--- config.mk ---
export PLATFORM = sky130hd
export DESIGN_NAME = imm_store
export DESIGN_NICKNAME = d
export VERILOG_FILES = /design/src/sv/imm_store.sv
export SDC_FILE = /design/constraint.sdc
export NUM_CORES = 2
export LEC_CHECK = 0
export BUFFER_PORTS_ARGS = -buffer_cell sky130_fd_sc_hd__buf_2
export CAP_MARGIN = 20
export CORE_ASPECT_RATIO = 1.75
export CORE_MARGIN = 2
export CORE_UTILIZATION = 48
export CTS_CLUSTER_DIAMETER = 50
export DETAILED_ROUTE_END_ITERATION = 6
export PLACE_DENSITY = 0.61
export SKIP_CTS_REPAIR_TIMING = 1
export SYNTH_ARGS = -nofsm -noshare
export SYNTH_HDL_FRONTEND = slang
export SYNTH_SLANG_ARGS = --single-unit
export TNS_END_PERCENT = 50
--- constraint.sdc ---
create_clock -name clk -period 5.1 [get_ports clk]
set_clock_uncertainty 0.15 [all_clocks]
set_input_delay 0.51 -clock clk [delete_from_list [all_inputs] [get_ports clk]]
set_output_delay 0.51 -clock clk [all_outputs]
set_load 0.01 [all_outputs]
--- src/sv/imm_store.sv ---
`timescale 1ns / 1ps
`default_nettype none
module imm_store #(
	parameter int DEPTH = 64,
	parameter int ADDR_W = 6,
	parameter int DATA_WIDTH = 32
) (
	input  wire logic                  clk,
	input  wire logic                  we,
	input  wire logic [ADDR_W-1:0]     waddr,
	input  wire logic [DATA_WIDTH-1:0] wdata,
	input  wire logic [ADDR_W-1:0]     raddr,
	output logic      [DATA_WIDTH-1:0] rdata_s1
);

	logic [DATA_WIDTH-1:0] mem [DEPTH];

	always_ff @(posedge clk) begin
		if (we) begin
			mem[waddr] <= wdata;
		end
	end

	always_ff @(posedge clk) begin
		rdata_s1 <= mem[raddr];
	end

endmodule
`default_nettype wire

==> results.md <==
Setup path:
- The required time at the endpoint of the critical path is about 5.6 ns.
- Along the worst path, the maximum fanout reaches 68.
- The depth of the most critical reg-to-reg path is 5.
- The signal on the critical path passes through buf_8, buf_4, mux4_2, mux2i_1, nand2_1, a31oi_1, nor2_1.
- The worst reg2reg path endpoint is rdata_s1[18].
- The register-to-register setup slack is between 2 and 2.5 ns.
- The reg-to-reg critical path startpoint is mem[53][18].
- The master of the slowest instance on the critical path is sky130_fd_sc_hd__a31oi_1.
- The dominant delay contributor by cell family on the critical path is buffers and inverters.
- Data arrives at the worst endpoint at between 3 and 4 ns.
- The sort of element at the start of the critical path is an input pin.
- On the worst path, the slowest cell contributes a delay of 0.76 ns.
- Together, buffers and inverters on the worst path number 2.
- The number of logic stages on the critical path including buffering is 7.
- The type of the worst setup path is in2reg.
- The kind of capture point of the worst setup path is a flip-flop.

STA:
- Static timing analysis puts the maximum clock frequency at just over 0.3 GHz.
- Setup violations remaining at the end of the flow were counted as 0.
- The post-route setup TNS is 0 ns.
- The tightest slew margin relative to the limit is 13.6%.
- The routed design could run at a clock period as short as about 3.2 ns.
- Of the available clock period, the critical path in the final layout requires 63.4%.
- The final-report hold violation count was 0.
- Setup repair after global routing left no endpoint under its margin.
- The number of max-slew violations in the final report came to 0.
- The actual transition at the worst max-transition pin is 1.30 ns.
- On the final layout, the worst hold slack is 0.0734 ns.

Placement:
- The count of buffers added on input and output ports is 77.
- After legalization and detailed placement, the total HPWL measured between 100000 and 150000 um.
- At the end of routability-driven placement, the weighted congestion stood at about 0.84.

Finish:
- In the final design database the tool counted about 3600 nets.
- The layout overhead on the synthesized area is 12.7%.
- The share of post-route cells with drive strength above 1 is between 30% and 40%.
- After filler insertion, the fill cell instance count of the layout stands at approximately 12000.

Worst hold path:
- The startpoint of the tightest hold check path is raddr[4].
- In this run the worst hold path is classified as in2reg.
- The cell depth of the worst min-delay path is 3.
- For hold timing, the worst endpoint is rdata_s1[31].

Clock network:
- The insertion delay of the later-clocked pin in the worst-skew pair is 0.81 ns.
- Counting along the longest clock path gives a buffer depth of 4.
- In this run the clock root is driven by a sky130_fd_sc_hd__clkbuf_16.
- The CTS clock-pin slew for the worst setup and hold paths is ~0.07 ns.
- Counting every sink on the clock net gives 2080.
- The H-tree depth is 4.
- The number of clock buffers inserted by TritonCTS is around 180.
- The CTS tree is done.

Routing:
- The number of design-rule violations left by the first detailed-router iteration is about 4500.
- In this run the remaining antenna-violating nets after routing total 0.
- After detailed routing, the number of remaining DRC violations is 0.
- The first-pass iteration count of the detailed router is 7.
- The ratio of routed vias to standard cells is about 6.2.
- The average wire length per cell after detail routing is roughly 36 um.
- The final layout contains routed wiring with a total length of between 200000 and 250000 um.
- The final route contains 36700 vias.

Yosys:
- The number of synthesized register bits is ~2100.
- After synthesis the cells add up to just under 80000 um2.
- After synthesis, the share of flip-flops with an asynchronous set or reset is 0%.
- The area share of and/or/nand/nor cells after synthesis is under 10%.
- The share of the synthesized area in the top cell type is a little under 80%.
- During synthesis, Yosys emitted a total of 0 warnings.
- The post-synthesis cell type with the largest combined area is sky130_fd_sc_hd__edfxtp_1.
- After synthesis, the largest family of logic cells by area is multiplexers.
- The count of distinct cell types in the synthesized netlist is 34.
- Sorting the synthesized cells by area gives the leading types as sky130_fd_sc_hd__edfxtp_1 (78%), sky130_fd_sc_hd__mux4_2 (16%), sky130_fd_sc_hd__mux2i_1 (1.2%).
- Sequential cells were found to cover 79.1% of the synthesized design area.
- The portion of netlist area occupied by mux cells is 16.8%.
- The cell count after synthesis is between 3000 and 4000.
- The synthesized area divided by synthesized cell count is around 24 um2.
- The number of flops mapped to enable cells by yosys is between 2000 and 2500.
- The synthesized netlist devotes between 1.5 and 2% of its cell area to compound gates.
- Among all flip-flop cells after synthesis, the most frequent one is sky130_fd_sc_hd__edfxtp_1.
- After Yosys synthesis, full adders, half adders and majority gates account for 0% of the synthesized area.
- The xor/xnor cell area share of the yosys netlist is 0%.
- When the netlist entered floorplanning its net count stood at ~3400.

GRT:
- Global routing used ~25% of the available tracks.
- The wire length of the first global-routing pass is 292000 um.
- The remaining global-route overflow is 0.
- The number of global-route vias before repair is roughly 38000.
- Global routing consumed, on the met2 layer, 44.9% of the routing resources.
- For this run, global-route usage on met3 was measured as ~2.6%.
- The initial antenna violation count is 6.
- The layer with the highest usage after global routing is met2.
- Entering global routing, the biggest net connects approximately 120 pins.
- Global routing consumed, on the met1 layer, 31.6% of the routing resources.

Pwr:
- Across the VDD grid, the largest voltage drop is around 0.24 mV.
- In this run the power density over the cells is around 390 nW/um2.
- The standby leakage power is between 20 and 30 nW.

Floorplan:
- The die is 539 um tall.
- After floorplanning, the core was sized to cover between 150000 and 200000 um2.
- The width of the die is roughly 310 um.
- The floorplan has 196 rows.
- The die covers 167000 um2.
- Once the floorplan was initialized, standard cells occupied about half of the core.
- Pin placement for this block handled 78 I/O pins.

Flow run:
- Max-cap violations in this run came to 0.

Run status:
- The flow ran to the end, and the final reports show no timing, DRC or antenna violations.
-- worst max path at each step --
stage                  start      endpoint  slack, ns
detailed placement  raddr[1]  rdata_s1[18]       1.11
global placement    raddr[1]  rdata_s1[18]       1.11
CTS                 raddr[2]  rdata_s1[19]       1.99
global route        raddr[1]  rdata_s1[18]       1.88
floorplan           waddr[3]    mem[48][0]       1.28
finish              raddr[1]  rdata_s1[18]       1.87
-- final cells by class --
type,instances,area (um2),share of cell area (%)
Antenna cell,4,10.0,0.0113
Clock buffer,220,4820,5.45
Clock inverter,90,831,0.939
Multi-Input combinational cell,1062,16000,18.1
Sequential cell,2080,62100,70.2
Tap cell,2178,2730,3.08
Timing Repair Buffer,248,1960,2.21
-- metal layers --
layer / part of all wire, % / wire length (um) / vias to the layer above
met4: 4.7 / 9870 / 0
met1: 35 / 74300 / 20100
li1: - / - / 14700
met3: 6.0 / 12600 / 343
met5: 0 / 0 / -
met2: 54 / 113000 / 1588
-- per-stage QoR --
stage | util (%) | instances | setup WS (ns) | area (um2) | power, mW
after detailed placement | 50.9 | 5567 | 1.11 | 82800 | 21.3
after floorplan | - | 3324 | 1.28 | 78500 | 20.3
after global placement | 50.9 | 5562 | 1.11 | 82700 | 21.2
after CTS | 54.4 | 5877 | 1.99 | 88400 | 34.6
final | 54.4 | 5882 | 1.87 | 88500 | 34.3
after global routing | 54.4 | 5879 | 1.88 | 88500 | 35.2
-- power breakdown --
group,internal (mW),switching (mW),leakage (nW)
registers,18.9,0.0686,18.7
logic,0.657,1.23,5.94
clock network,7.47,5.99,2.78
-- state kept, by name, indices dropped and copies added, names as in the netlist --
name,cells
rdata_s1,32
mem,2048
-- layout by cell type, fill, tap and decap left out, types with 3 or more instances in the layout --
cell type	count
sky130_fd_sc_hd__bufinv_16	15
sky130_fd_sc_hd__buf_2	73
sky130_fd_sc_hd__mux2i_1	93
sky130_fd_sc_hd__dfxtp_1	32
sky130_fd_sc_hd__clkbuf_16	185
sky130_fd_sc_hd__nor2_1	75
sky130_fd_sc_hd__buf_12	20
sky130_fd_sc_hd__clkbuf_1	29
sky130_fd_sc_hd__and3_1	4
sky130_fd_sc_hd__nand3_1	5
sky130_fd_sc_hd__diode_2	4
sky130_fd_sc_hd__buf_4	150
sky130_fd_sc_hd__a311oi_1	8
sky130_fd_sc_hd__clkinv_2	33
sky130_fd_sc_hd__nor3_1	5
sky130_fd_sc_hd__clkinv_1	30
sky130_fd_sc_hd__or3_1	3
sky130_fd_sc_hd__clkbuf_8	6
sky130_fd_sc_hd__clkinvlp_4	6
sky130_fd_sc_hd__edfxtp_1	2048
sky130_fd_sc_hd__nand3b_1	5
sky130_fd_sc_hd__nor2b_1	15
sky130_fd_sc_hd__or3b_2	3
sky130_fd_sc_hd__nand2_1	26
sky130_fd_sc_hd__o32ai_1	4
sky130_fd_sc_hd__nor2_4	62
sky130_fd_sc_hd__nand2b_1	7
sky130_fd_sc_hd__inv_6	4
sky130_fd_sc_hd__buf_8	3
sky130_fd_sc_hd__a41o_1	4
sky130_fd_sc_hd__o22ai_1	84
sky130_fd_sc_hd__o221ai_1	27
sky130_fd_sc_hd__a22oi_1	12
sky130_fd_sc_hd__mux4_2	544
sky130_fd_sc_hd__a21oi_1	62
-- cells in the mapped netlist, types with 5 or more instances --
master                     count
sky130_fd_sc_hd__nor3_1        7
sky130_fd_sc_hd__buf_6         5
sky130_fd_sc_hd__a311oi_1      8
sky130_fd_sc_hd__nand3b_1      5
sky130_fd_sc_hd__nor2b_1      15
sky130_fd_sc_hd__nand2_1      26
sky130_fd_sc_hd__dfxtp_1      32
sky130_fd_sc_hd__a21oi_1      62
sky130_fd_sc_hd__nor2_1      137
sky130_fd_sc_hd__buf_1        21
sky130_fd_sc_hd__mux4_2      544
sky130_fd_sc_hd__buf_4        25
sky130_fd_sc_hd__o221ai_1     27
sky130_fd_sc_hd__buf_2        57
sky130_fd_sc_hd__mux2i_1      93
sky130_fd_sc_hd__o22ai_1      84
sky130_fd_sc_hd__a22oi_1      12
sky130_fd_sc_hd__nand3_1       5
sky130_fd_sc_hd__clkbuf_1     74
sky130_fd_sc_hd__edfxtp_1   2048
sky130_fd_sc_hd__nand2b_1      8
-- worst min-delay path: stages --
cell,delay (ns)
sky130_fd_sc_hd__buf_2,0.21
sky130_fd_sc_hd__a21oi_1,0.17
sky130_fd_sc_hd__nor2_1,0.08
-- logic make-up (layout without fill, tap and decap cells) --
kind of cell	Yosys count	count (layout)
flops	2080	2080
mux	637	637
simple gates	223	223
compound gates	202	202
buf+inv	182	558
other cells	0	4
Note: power is estimated with default switching activity, not from simulation.
