<file path="config.mk">
export PLATFORM = sky130hd
export DESIGN_NAME = imm_mac
export DESIGN_NICKNAME = d
export VERILOG_FILES = /design/src/sv/imm_pkg.sv /design/src/sv/imm_mac.sv
export SDC_FILE = /design/constraint.sdc
export NUM_CORES = 1
export LEC_CHECK = 0
export CORE_MARGIN = 8
export CORE_UTILIZATION = 40
export CTS_CLUSTER_SIZE = 10
export DETAILED_ROUTE_END_ITERATION = 12
export DONT_BUFFER_PORTS = 1
export PLACE_DENSITY = 0.54
export SYNTH_ARGS = -nofsm -noshare
export SYNTH_HDL_FRONTEND = slang
export SYNTH_SLANG_ARGS = --single-unit
</file>
<file path="constraint.sdc">
create_clock -name clk -period 5.55 [get_ports clk]
set_input_delay 0 -clock clk [delete_from_list [all_inputs] [get_ports clk]]
set_output_delay 0 -clock clk [all_outputs]
set_load 0.01 [all_outputs]
</file>
<file path="src/sv/imm_pkg.sv">
`timescale 1ns / 1ps
`default_nettype none
package imm_pkg;

	localparam int MODE_W = 2;
	localparam int IDX_W = 3;
	localparam int DIM_W = 4;
	localparam int CFG_IDX_W = 2;

	localparam logic [MODE_W-1:0] MODE_LOAD_FIRST = 2'd0;
	localparam logic [MODE_W-1:0] MODE_LOAD_SECOND = 2'd1;
	localparam logic [MODE_W-1:0] MODE_MULTIPLY = 2'd2;

	localparam logic [CFG_IDX_W-1:0] CFG_FIRST_ROWS = 2'd0;
	localparam logic [CFG_IDX_W-1:0] CFG_FIRST_COLS = 2'd1;
	localparam logic [CFG_IDX_W-1:0] CFG_SECOND_ROWS = 2'd2;
	localparam logic [CFG_IDX_W-1:0] CFG_SECOND_COLS = 2'd3;

	typedef enum logic [1:0] {
		ST_IDLE,
		ST_ISSUE,
		ST_DRAIN
	} state_t;

	typedef struct packed {
		logic [DIM_W-1:0] first_rows;
		logic [DIM_W-1:0] first_cols;
		logic [DIM_W-1:0] second_rows;
		logic [DIM_W-1:0] second_cols;
	} dims_t;

	typedef struct packed {
		logic first;
		logic second;
	} wr_en_t;

	typedef struct packed {
		logic vld;
		logic first;
	} mac_ctl_t;

	typedef struct packed {
		logic             push;
		logic [IDX_W-1:0] row;
		logic [IDX_W-1:0] col;
		logic             swapped;
		logic             error;
		logic             last;
	} out_push_t;

endpackage
`default_nettype wire

</file>
<file path="src/sv/imm_mac.sv">
`timescale 1ns / 1ps
`default_nettype none
module imm_mac #(
	parameter int DATA_WIDTH = 32
) (
	input  wire logic                  clk,
	input  wire logic                  arst_n,
	input  wire imm_pkg::mac_ctl_t     ctl,
	input  wire logic [DATA_WIDTH-1:0] a_s1,
	input  wire logic [DATA_WIDTH-1:0] b_s1,
	output logic                       busy,
	output logic      [DATA_WIDTH-1:0] acc_q
);
	import imm_pkg::*;

	localparam int HW = (DATA_WIDTH + 1) / 2;
	localparam int LW = DATA_WIDTH - HW;

	logic                  vld_s1, first_s1;
	logic                  vld_s2, first_s2;
	logic [HW-1:0]         a_lo, b_lo;
	logic [LW-1:0]         a_hi, b_hi;
	logic [2*HW-1:0]       p_lo;
	logic [LW-1:0]         cross_a, cross_b;
	logic [DATA_WIDTH-1:0] p_lo_s2;
	logic [LW-1:0]         cross_s2;
	logic [DATA_WIDTH-1:0] prod;

	// low product bits only: signedness does not matter modulo 2^DATA_WIDTH
	assign a_lo = a_s1[HW-1:0];
	assign b_lo = b_s1[HW-1:0];
	assign a_hi = a_s1[DATA_WIDTH-1:HW];
	assign b_hi = b_s1[DATA_WIDTH-1:HW];
	assign p_lo = {{HW{1'b0}}, a_lo} * {{HW{1'b0}}, b_lo};
	assign cross_a = LW'(a_hi * b_lo);
	assign cross_b = LW'(a_lo * b_hi);

	always_ff @(posedge clk or negedge arst_n) begin
		if (!arst_n) begin
			vld_s1 <= 1'b0;
			vld_s2 <= 1'b0;
		end else begin
			vld_s1 <= ctl.vld;
			vld_s2 <= vld_s1;
		end
	end

	always_ff @(posedge clk) begin
		first_s1 <= ctl.first;
		first_s2 <= first_s1;
		p_lo_s2 <= DATA_WIDTH'(p_lo);
		cross_s2 <= cross_a + cross_b;
	end

	assign prod = p_lo_s2 + {cross_s2, {HW{1'b0}}};

	always_ff @(posedge clk) begin
		if (vld_s2) begin
			acc_q <= first_s2 ? prod : acc_q + prod;
		end
	end

	assign busy = vld_s1 | vld_s2;

endmodule
`default_nettype wire

</file>
==> results of run 1 <==
==> cells by family after synthesis <==
group / count (synthesis) / synth area share [%]
AOI/OAI and AO/OA: 245 / 7.99
xor gates and xnor gates: 130 / 5.44
adders and majority gates: 621 / 50.2
buffers and inverters: 552 / 9.83
DFF: 84 / 9.50
muxes: 4 / 0.207
and+or+nand+nor: 710 / 16.9
==> layer usage <==
metal	track usage, %	vias to the layer above	part of all wire [%]
li1	-	7115	-
met1	24.2	7748	45
met2	30.5	359	48
met3	2.40	56	4.8
met4	5.57	0	2.7
met5	0	-	0
==> state kept, by name, indices dropped and copies added (netlist names) <==
signal	cells
acc_q	32
cross_s2	16
first_s1	1
first_s2	1
p_lo_s2	32
vld_s1	1
vld_s2	1
==> cells in the mapped netlist (3+ instances only) <==
master,number
ha_1,241
nor3_1,13
and3_1,7
o31ai_1,7
o21a_1,16
nand4_1,7
buf_1,3
a21oi_1,51
or2_2,6
a211o_1,4
a21boi_0,4
xnor2_1,98
nand2b_1,10
nor3b_1,6
o21bai_1,9
o21ai_0,48
nor2b_1,8
edfxtp_1,32
a211oi_1,13
nor2_1,35
o21ai_1,3
xor2_1,31
nand2_1,306
fa_1,380
dfxtp_1,50
clkbuf_1,93
a21o_1,36
a31oi_1,9
o211ai_1,7
or3_1,6
inv_1,453
o311a_1,3
nand3_1,12
and2_1,289
a2111oi_0,3
==> critical path, cell delays in order <==
cell	delay [ps]
and2_1	150
fa_1	530
fa_1	550
inv_1	60
fa_1	560
fa_1	450
fa_1	530
fa_1	490
inv_1	50
fa_1	450
fa_2	370
xnor2_1	220
xnor2_1	170
xnor2_1	160
xnor2_1	150
xnor2_1	100
xnor2_1	280
xnor2_2	180
xnor2_1	100
==> path summary, 6_finish.rpt <==
kind,start,to,slack [ps],cells after the start
setup / recovery,b_s1[8],cross_s2[15]$_DFF_P_,240,19
hold / removal,b_s1[16],cross_s2[0]$_DFF_P_,10,2
setup reg to reg,p_lo_s2[16]$_DFF_P_,acc_q[31]$_DFFE_PP_,780,18
hold reg to reg,first_s1$_DFF_P_,first_s2$_DFF_P_,330,0
max in group asynchronous,arst_n,vld_s1$_DFF_PN0_,5040,2
min in group asynchronous,arst_n,vld_s2$_DFF_PN0_,390,2
==> metrics by stage <==
step	util [%]	setup TNS [ps]	hold slack, ps	area, um^2
floorplan	-	-159	-296	21300
global placement	41.8	-313	-296	21900
detailed placement	41.8	-528	-296	21900
CTS	42.5	0	0.578	22300
global route	42.5	0	6.77	22300
finish	42.5	0	12.0	22300
==> cell usage in the layout (no fill, tap or decap), types with 3 or more instances in the layout <==
cell type / n
clkbuf_16: 10
nor2_1: 35
o311a_1: 3
xnor2_1: 97
a21o_1: 36
o31ai_1: 7
a21oi_1: 51
dlygate4sd3_1: 11
nor3_1: 13
inv_1: 453
and3_1: 7
or2_2: 6
o21ai_1: 3
o211ai_1: 7
xor2_1: 31
o21bai_1: 9
ha_1: 238
o21ai_0: 48
o21a_1: 16
fa_1: 379
nand4_1: 7
nand3_1: 12
a31oi_1: 9
a21boi_0: 4
or3_1: 6
and2_1: 286
a2111oi_0: 3
edfxtp_1: 32
buf_4: 27
nand2_1: 306
nand2b_1: 10
nor2b_1: 8
nor3b_1: 6
and2_4: 3
a211o_1: 4
a211oi_1: 13
dfxtp_1: 49
==> final cells by class <==
cell class	instances	area share [%]
timing repair buffer	38	1.40
tap	688	3.86
sequential	84	9.02
multi-input combinational	1710	76.8
inverter	453	7.62
clock buffer	11	1.18
clock inverter	5	0.140
==> repair_timing <==
| item | in CTS | in global routing |
|---|---|---|
| hold buffers | 9 | 2 |
| resized for setup | 0 | 1 |
| setup endpoints to repair | 0 | 1 |
| hold endpoints to repair | 6 | 1 |
| buffers inserted | 0 | 0 |
==> out/metrics.csv, run 1 <==
stage,metric,value,unit
run_status,status,"finished, final reports clean",
routing,Initial DRT Pass Iterations,4,
global_routing,GRT overflow,0,
routing,total vias in the final route,15300,
worst_hold_path,Min-Delay Path Class,input pin to flop,
floorplanning,Die Area,60600,um^2
finish,area grow syn2layout,5.35,%
synth,"area leader, netlist",fa_1,
placed_design,dpl cells,2962,
floorplanning,core box area,52400,um^2
synth,"top cells by area, synth","fa_1 36%, ha_1 14%, and2_1 8.5%, inv_1 8.0%, nand2_1 5.4%",
setup_path,Worst Path Required,5810,ps
synth,mean post-synth cell area,9.03,um^2
setup_path,CP Capture Type,flop,
clocking,CTS tree,done,
finish,Filler Cell Count,5178,
synth,Yosys reg bits,84,
synth,"Cell Area, Synth",21200,um^2
sta,"Setup violations, final",0,
finish,register area,2010,um^2
sta,Fin Clk Skew,14.6,ps
placed_design,Place WS,-195,ps
clocking,number of CTS-inserted buffers,9,
routing,Avg WL per Cell,17.9,um
global_routing,vias in the first global route,16300,
floorplanning,I/O pin total,101,
sta,RSZ-0062 raised after global routing,no,
synth,Post-Synthesis Cells,2346,
sta,Fin. Hold Viols,0,
routing,DRT antenna net count,0,
floorplanning,Die Width,246,um
finish,Nets,2985,
synth,syn_nets,3035,
finish,layout cells sized above 1,3.00,%
synth,main flop type after synthesis,dfxtp_1,
finish,Final Non-Filler Cells,2989,
sta,Final Worst Setup Slack,237,ps
floorplanning,die extent in y,246,um
finish,footprint of the multi-input gates,17100,um^2
setup_path,Critical Path AT,5580,ps
synth,"FFs w/ async S/R, synth",2.38,%
global_routing,Global Route Usage Sum,18.2,%
placed_design,HPWL Detailed,43.8,mm
setup_path,CP Max Fanout,24,
synth,sequential-to-total area share from yosys stat,9.50,%
placed_design,Final Wtd Congestion,0.844,
sta,Max-slew headroom,58.7,%
setup_path,CP Launch Type,input pin,
synth,synth unique cells,70,
global_routing,initial antenna violation count,0,
flow_run,maxcap violations,0,
clocking,H-tree Lvls,3,
sta,Peak Freq,0.188,GHz
placed_design,Buffers on Ports,0,
routing,DRC,0,
clocking,CTS Sinks,84,
finish,Diodes inserted,0,
floorplanning,Initial Utilization,40.4,%
clocking,clk_lat worst skew,380,ps
sta,worst-margin pin slew,620,ps
clocking,clk root buf,clkbuf_16,
synth,top cell type's share of synthesized area,35.9,%
synth,Post-synth EDFFs,32,
floorplanning,FP Rows,84,
clocking,"CTS clk-pin slew, worst paths",70,ps
global_routing,first-pass GRT wire length,87.9,mm
global_routing,pin count of the biggest net entering global routing,67,
routing,Vias/cell,5.11,
routing,final WL,53.5,mm
sta,Final period util,95.7,%
clocking,Clock Path Buffers,2,
sta,Final Max Slew Viols,0,
routing,DRT iter0 DRCs,711,
setup_path,worst setup path category,input pin to flop,
sta,Final Critical Period,5310,ps
synth,synth warn,0,
Power of run 1 is not shown: default switching activity piles up to over one toggle a cycle in this logic, so the estimate is an artifact.
==> inputs of run 2 (changes only) <==
--- a/config.mk
+++ b/config.mk
@@ -7,6 +7,7 @@
 export LEC_CHECK = 0
 export CORE_MARGIN = 8
 export CORE_UTILIZATION = 40
+export CTS_BUF_LIST = sky130_fd_sc_hd__clkbuf_16
 export CTS_CLUSTER_SIZE = 10
 export DETAILED_ROUTE_END_ITERATION = 12
 export DONT_BUFFER_PORTS = 1
==> constraint.sdc (replaced) <==
create_clock -name clk -period 5.4 [get_ports clk]
set_input_delay 0 -clock clk [delete_from_list [all_inputs] [get_ports clk]]
set_output_delay 0 -clock clk [all_outputs]
set_load 0.01 [all_outputs]
==> run 2 against run 1 <==
Largest cell class unchanged; final area is 1.2% higher; via count about the same; global-route usage up 0.14 points; highest routed layer unchanged.
==> out/metrics.csv, run 2 (same netlist as run 1, synthesis figures left out) <==
stage,metric,value,unit,change
floorplanning,FP Rows,84,,unchanged
setup_path,Critical Path AT,5630,ps,was 5580 ps
sta,worst-margin pin slew,623,ps,was 620 ps
clocking,number of CTS-inserted buffers,9,,unchanged
sta,"Setup violations, final",0,,unchanged
setup_path,worst setup path category,input pin to flop,,unchanged
global_routing,first-pass GRT wire length,88.9,mm,was 87.9 mm
finish,area grow syn2layout,6.62,%,was 5.35%
sta,Final Critical Period,5330,ps,
worst_hold_path,Min-Delay Path Class,input pin to flop,,unchanged
clocking,"CTS clk-pin slew, worst paths",70,ps,about the same
setup_path,Crit path max-delay family,adder cells,,unchanged
floorplanning,die extent in y,246,um,unchanged
routing,Vias/cell,5.08,,was 5.11
global_routing,initial antenna violation count,2,,was 0
sta,Final Worst Setup Slack,69.0,ps,was 237 ps
worst_hold_path,hold path start,b_s1[0],,was b_s1[16]
sta,hold slack,55.3,ps,was 12.0 ps
setup_path,crit-path max cell delay,550,ps,was 560 ps
setup_path,CP Launch Type,input pin,,unchanged
clocking,clk root buf,clkbuf_16,,unchanged
worst_hold_path,WHS Endpoint,p_lo_s2[2]$_DFF_P_,,was cross_s2[0]$_DFF_P_
sta,Peak Freq,0.188,GHz,
routing,Initial DRT Pass Iterations,5,,was 4
finish,largest registers,"acc_q x32, p_lo_s2 x32, cross_s2 x16",,unchanged
run_status,status,"finished, final reports clean",,unchanged
sta,RSZ-0062 raised after global routing,yes,,was no
clocking,H-tree Lvls,3,,unchanged
clocking,CTS tree,done,,unchanged
routing,DRC,0,,unchanged
routing,final WL,53.6,mm,was 53.5 mm
placed_design,Final Wtd Congestion,0.836,,was 0.844
clocking,Clock Path Buffers,2,,unchanged
clocking,CTS Sinks,84,,unchanged
finish,layout cells sized above 1,4.79,%,was 3.00%
floorplanning,core box area,52400,um^2,unchanged
setup_path,Worst Path Required,5700,ps,was 5810 ps
finish,Filler Cell Count,5175,,"was 5,178"
floorplanning,Die Width,246,um,unchanged
setup_path,crit path buf inv count,3,,was 2
floorplanning,I/O pin total,101,,unchanged
setup_path,R2R Setup Slk,490,ps,was 780 ps
routing,total vias in the final route,15300,,about the same
sta,Max-slew headroom,58.4,%,was 58.7%
setup_path,CP Max Fanout,13,,was 24
finish,highest-count cells in the layout ignoring fill and taps,"447 x inv_1, 378 x fa_1, 304 x nand2_1",,"was 453 x inv_1, 379 x fa_1, 306 x nand2_1"
floorplanning,Die Area,60600,um^2,unchanged
setup_path,CP Capture Type,flop,,unchanged
placed_design,Place WS,-296,ps,was -195 ps
global_routing,pin count of the biggest net entering global routing,67,,unchanged
sta,Final period util,98.7,%,
setup_path,CP max stage cell,fa_1,,unchanged
finish,Nets,3002,,"was 2,985"
floorplanning,Initial Utilization,40.4,%,unchanged
clocking,clk_lat worst skew,370,ps,was 380 ps
finish,"commonest non-fill, non-tap cell in the layout",inv_1,,unchanged
routing,Avg WL per Cell,17.8,um,was 17.9 um
global_routing,vias in the first global route,16500,,"was 16,300"
routing,DRT iter0 DRCs,768,,was 711
finish,Diodes inserted,0,,unchanged
setup_path,worst path cell trace,nand2_1 > fa_1 > inv_1 > fa_1 > inv_1 > fa_1 > fa_1 > fa_1 > fa_1 > inv_2 > fa_1 > fa_2 > xnor2_2 > xnor2_1 > xnor2_1 > xnor2_1 > xnor2_1 > xnor2_1 > xnor2_1 > xnor2_1,,was and2_1 > fa_1 > fa_1 > inv_1 > fa_1 > fa_1 > fa_1 > fa_1 > inv_1 > fa_1 > fa_2 > xnor2_1 > xnor2_1 > xnor2_1 > xnor2_1 > xnor2_1 > xnor2_1 > xnor2_2 > xnor2_1
placed_design,Buffers on Ports,0,,unchanged
setup_path,FF-to-FF End,acc_q[31]$_DFFE_PP_,,unchanged
routing,DRT antenna net count,0,,unchanged
global_routing,GRT overflow,0,,unchanged
setup_path,FF-to-FF Start,p_lo_s2[16]$_DFF_P_,,unchanged
worst_hold_path,Hold Path Cell Cnt,3,,was 2
finish,fin area,22600,um^2,"was 22,300 um^2"
flow_run,maxcap violations,0,,unchanged
global_routing,Global Route Usage Sum,18.3,%,was 18.2%
sta,Final Max Slew Viols,0,,unchanged
sta,Fin. Hold Viols,0,,unchanged
placed_design,HPWL Detailed,43.7,mm,was 43.8 mm
sta,Setup TNS Final,0,ps,unchanged
placed_design,Area after DPL,22100,um^2,"was 21,900 um^2"
sta,Fin Clk Skew,16.3,ps,was 14.6 ps
setup_path,R2R cell count,18,,unchanged
setup_path,CP startpoint,a_s1[19],,was b_s1[8]
[run 2: cell count changes in the layout (fill, tap and decap cells not counted), moves of 4 or more]
cell     change
buf_4       +17
inv_2        +7
inv_1        -6
ha_1         -4
a21oi_2      +4
ha_4         +4
a21oi_1      -4
[run 2: through the flow]
step | instances | utilization (%)
after detailed placement | 2978 | 42.1
after floorplan | 2346 | -
after global placement | 2978 | 42.1
after CTS | 3005 | 42.9
after global routing | 3006 | 43.1
final | 3006 | 43.1
[run 2: what timing repair did]
action / in CTS / in global routing
gates resized for setup: 0 / 26
setup endpoints to repair: 0 / 4
setup buffers: 0 / 1
hold buffers: 11 / 0
endpoints found under the hold margin: 7 / 0
[run 2: final cells by class]
type	instances	area [um^2]	share of cell area [%]
well taps	688	861	3.81
repair buffers	55	440	1.95
clock inverters	6	61.3	0.271
flip-flops and latches	84	2010	8.92
inverters	453	1700	7.53
multi-input cells	1710	17300	76.4
clock buffers	10	250	1.11
[run 2: worst register-to-register path: cells and delay by family (launching register included)]
family / cells / cell delay [ps]
adders and majority gates: 3 / 1030
xor gates and xnor gates: 3 / 730
and+or+nand+nor: 4 / 460
DFF: 1 / 300
AOI/OAI and AO/OA: 8 / 2130
[run 2: metal layers]
| layer | vias to the layer above | global-route usage, % | routed length (um) |
|---|---|---|---|
| met5 | - | 0 | 0 |
| met4 | 0 | 3.54 | 777 |
| met3 | 28 | 2.19 | 2130 |
| met2 | 276 | 31.6 | 26400 |
| met1 | 7815 | 24.7 | 24400 |
| li1 | 7150 | - | - |
[run 2: worst max path at each step]
| stage | slack (ps) | end | cells past startpoint |
|---|---|---|---|
| floorplan | -250 | cross_s2[14]$_DFF_P_ | 20 |
| detailed placement | -300 | cross_s2[14]$_DFF_P_ | 19 |
| global route | -150 | cross_s2[15]$_DFF_P_ | 22 |
| finish | 70 | cross_s2[15]$_DFF_P_ | 20 |
| global placement | -270 | cross_s2[14]$_DFF_P_ | 19 |
| CTS | 100 | cross_s2[14]$_DFF_P_ | 19 |
Power of run 2 is left out for the same reason.
==> inputs of run 3 (changes only) <==
--- a/config.mk
+++ b/config.mk
@@ -5,6 +5,7 @@
 export SDC_FILE = /design/constraint.sdc
 export NUM_CORES = 1
 export LEC_CHECK = 0
+export CORE_ASPECT_RATIO = 1.1
 export CORE_MARGIN = 8
 export CORE_UTILIZATION = 40
 export CTS_BUF_LIST = sky130_fd_sc_hd__clkbuf_16
@@ -12,6 +13,7 @@
 export DETAILED_ROUTE_END_ITERATION = 12
 export DONT_BUFFER_PORTS = 1
 export PLACE_DENSITY = 0.54
+export RECOVER_POWER = 100
 export SYNTH_ARGS = -nofsm -noshare
 export SYNTH_HDL_FRONTEND = slang
 export SYNTH_SLANG_ARGS = --single-unit
==> run 3 against run 2 <==
The flow now finishes with violations (capacitance limit, slew limit); clock skew fell by 3.2 ps; final cell count fell by 0.60%; first-iteration DRC count fell by 1.6%; final area fell by 0.75%; routed wire length fell by 0.39%; global-route usage fell by 0.40 points; sequential share of layout area rose by 0.067 points; highest routed layer unchanged.
==> out/metrics.csv, run 3 (same netlist as run 1, synthesis figures left out) <==
stage,metric,value,unit,change
sta,"Setup violations, final",0,,unchanged
sta,Setup TNS Final,0,ps,unchanged
routing,Initial DRT Pass Iterations,5,,unchanged
routing,Vias/cell,5.11,,was 5.08
finish,layout cells sized above 1,3.50,%,was 4.79%
sta,Fin. Hold Viols,0,,unchanged
global_routing,initial antenna violation count,1,,was 2
setup_path,Critical Path AT,5540,ps,was 5630 ps
finish,post-layout util,42.8,%,was 43.1%
clocking,clk root buf,clkbuf_16,,unchanged
finish,area grow syn2layout,5.82,%,was 6.62%
setup_path,CP Max Fanout,11,,was 13
clocking,H-tree Lvls,3,,unchanged
finish,Filler Cell Count,5210,,"was 5,175"
finish,highest-count cells in the layout ignoring fill and taps,"452 x inv_1, 379 x fa_1, 305 x nand2_1",,"was 447 x inv_1, 378 x fa_1, 304 x nand2_1"
setup_path,CP Capture Type,flop,,unchanged
routing,Avg WL per Cell,17.9,um,was 17.8 um
worst_hold_path,hold path start,b_s1[0],,unchanged
routing,DRC,0,,unchanged
clocking,clk_lat worst skew,360,ps,was 370 ps
floorplanning,Die Width,235,um,was 246 um
global_routing,vias in the first global route,16400,,"was 16,500"
run_status,failing checks,"capacitance limit, slew limit",,
global_routing,GRT overflow,0,,unchanged
routing,DRT iter0 DRCs,756,,was 768
finish,"commonest non-fill, non-tap cell in the layout",inv_1,,unchanged
clocking,number of CTS-inserted buffers,9,,unchanged
routing,DRT antenna net count,0,,unchanged
finish,register area,2010,um^2,unchanged
sta,worst-margin pin slew,2570,ps,was 623 ps
placed_design,Buffers on Ports,0,,unchanged
sta,Final Critical Period,5240,ps,was 5330 ps
floorplanning,Initial Utilization,40.4,%,about the same
clocking,CTS Sinks,84,,unchanged
routing,final WL,53.4,mm,was 53.6 mm
floorplanning,FP Rows,88,,was 84
clocking,CTS tree,done,,unchanged
placed_design,HPWL Detailed,43.9,mm,was 43.7 mm
setup_path,worst setup path category,input pin to flop,,unchanged
placed_design,dpl cells,2959,,"was 2,978"
placed_design,Final Wtd Congestion,0.832,,was 0.836
sta,Fin Clk Skew,13.2,ps,was 16.3 ps
floorplanning,core box area,52400,um^2,about the same
global_routing,first-pass GRT wire length,87.9,mm,was 88.9 mm
global_routing,Global Route Usage Sum,17.9,%,was 18.3%
worst_hold_path,Min-Delay Path Class,input pin to flop,,unchanged
sta,RSZ-0062 raised after global routing,yes,,unchanged
floorplanning,die extent in y,257,um,was 246 um
clocking,"CTS clk-pin slew, worst paths",60,ps,was 70 ps
sta,Final period util,97.1,%,was 98.7%
setup_path,CP Launch Type,input pin,,unchanged
clocking,Clock Path Buffers,2,,unchanged
floorplanning,Die Area,60600,um^2,about the same
global_routing,pin count of the biggest net entering global routing,67,,unchanged
setup_path,Worst Path Required,5690,ps,was 5700 ps
floorplanning,I/O pin total,101,,unchanged
sta,Max-slew headroom,-71.4,%,was 58.4%
run_status,status,finished with violations,,"was finished, final reports clean"
routing,total vias in the final route,15300,,about the same
flow_run,maxcap violations,2,,was 0
finish,Final Non-Filler Cells,2988,,"was 3,006"
sta,Peak Freq,0.191,GHz,was 0.188 GHz
finish,Nets,2996,,"was 3,002"
setup_path,FF-to-FF Start,cross_s2[0]$_DFF_P_,,was p_lo_s2[16]$_DFF_P_
setup_path,CP startpoint,a_s1[21],,was a_s1[19]
finish,footprint of the multi-input gates,17200,um^2,"was 17,300 um^2"
finish,largest registers,"acc_q x32, p_lo_s2 x32, cross_s2 x16",,unchanged
sta,Final Max Slew Viols,101,,was 0
-- run 3: what timing repair did --
action | 4_1_cts | 5_1_grt
setup buffers | 0 | 1
setup endpoints to repair | 0 | 7
gates resized for setup | 0 | 8
hold buffers | 11 | 0
hold endpoints to repair | 7 | 0
-- run 3: final cells by class --
cell class                      instances  area share [%]
Multi-Input combinational cell       1710            76.6
Sequential cell                        84            8.98
Inverter                              453            7.59
Tap cell                              675            3.77
Timing Repair Buffer                   49            1.66
Clock buffer                            9            1.00
Clock inverter                          7           0.413
Antenna cell                            1          0.0112
-- run 3: path summary, 6_finish.rpt --
kind	to	slack [ps]	depth (start not counted)
worst max-delay path	cross_s2[11]$_DFF_P_	160	23
worst min-delay path	p_lo_s2[2]$_DFF_P_	40	3
worst max register to register	acc_q[31]$_DFFE_PP_	610	18
worst min register to register	first_s2$_DFF_P_	330	0
max in group asynchronous	vld_s1$_DFF_PN0_	4870	2
min in group asynchronous	vld_s2$_DFF_PN0_	410	2
-- run 3: stage by stage --
stage	cell area [um^2]	setup WS (ps)	hold slack, ps
2_1_floorplan	21400	-245	-296
3_3_place_gp	22000	-274	-296
3_5_place_dp	22000	-291	-296
4_1_cts	22400	57.8	21.3
5_1_grt	22400	-11.4	50.7
6_report	22400	155	41.5
-- run 3: per-layer routing --
metal	up-vias	GRT usage [%]	share of wire (%)
met5	-	0	0
met4	0	5.93	3.5
met3	70	2.18	4.4
met2	333	30.5	48
met1	7717	23.5	44
li1	7134	-	-
-- run 3: worst max-delay path: stages --
cell	delay, ps
and2_0	160
fa_1	540
inv_1	50
fa_1	450
fa_1	490
inv_1	40
ha_1	260
inv_1	50
fa_1	490
inv_1	50
fa_1	530
inv_1	50
fa_1	480
inv_1	50
fa_1	430
ha_1	290
buf_4	140
a21boi_2	150
o21ai_1	190
a21oi_2	100
a21oi_1	190
xnor2_1	200
buf_4	180
Power of run 3 is left out for the same reason.
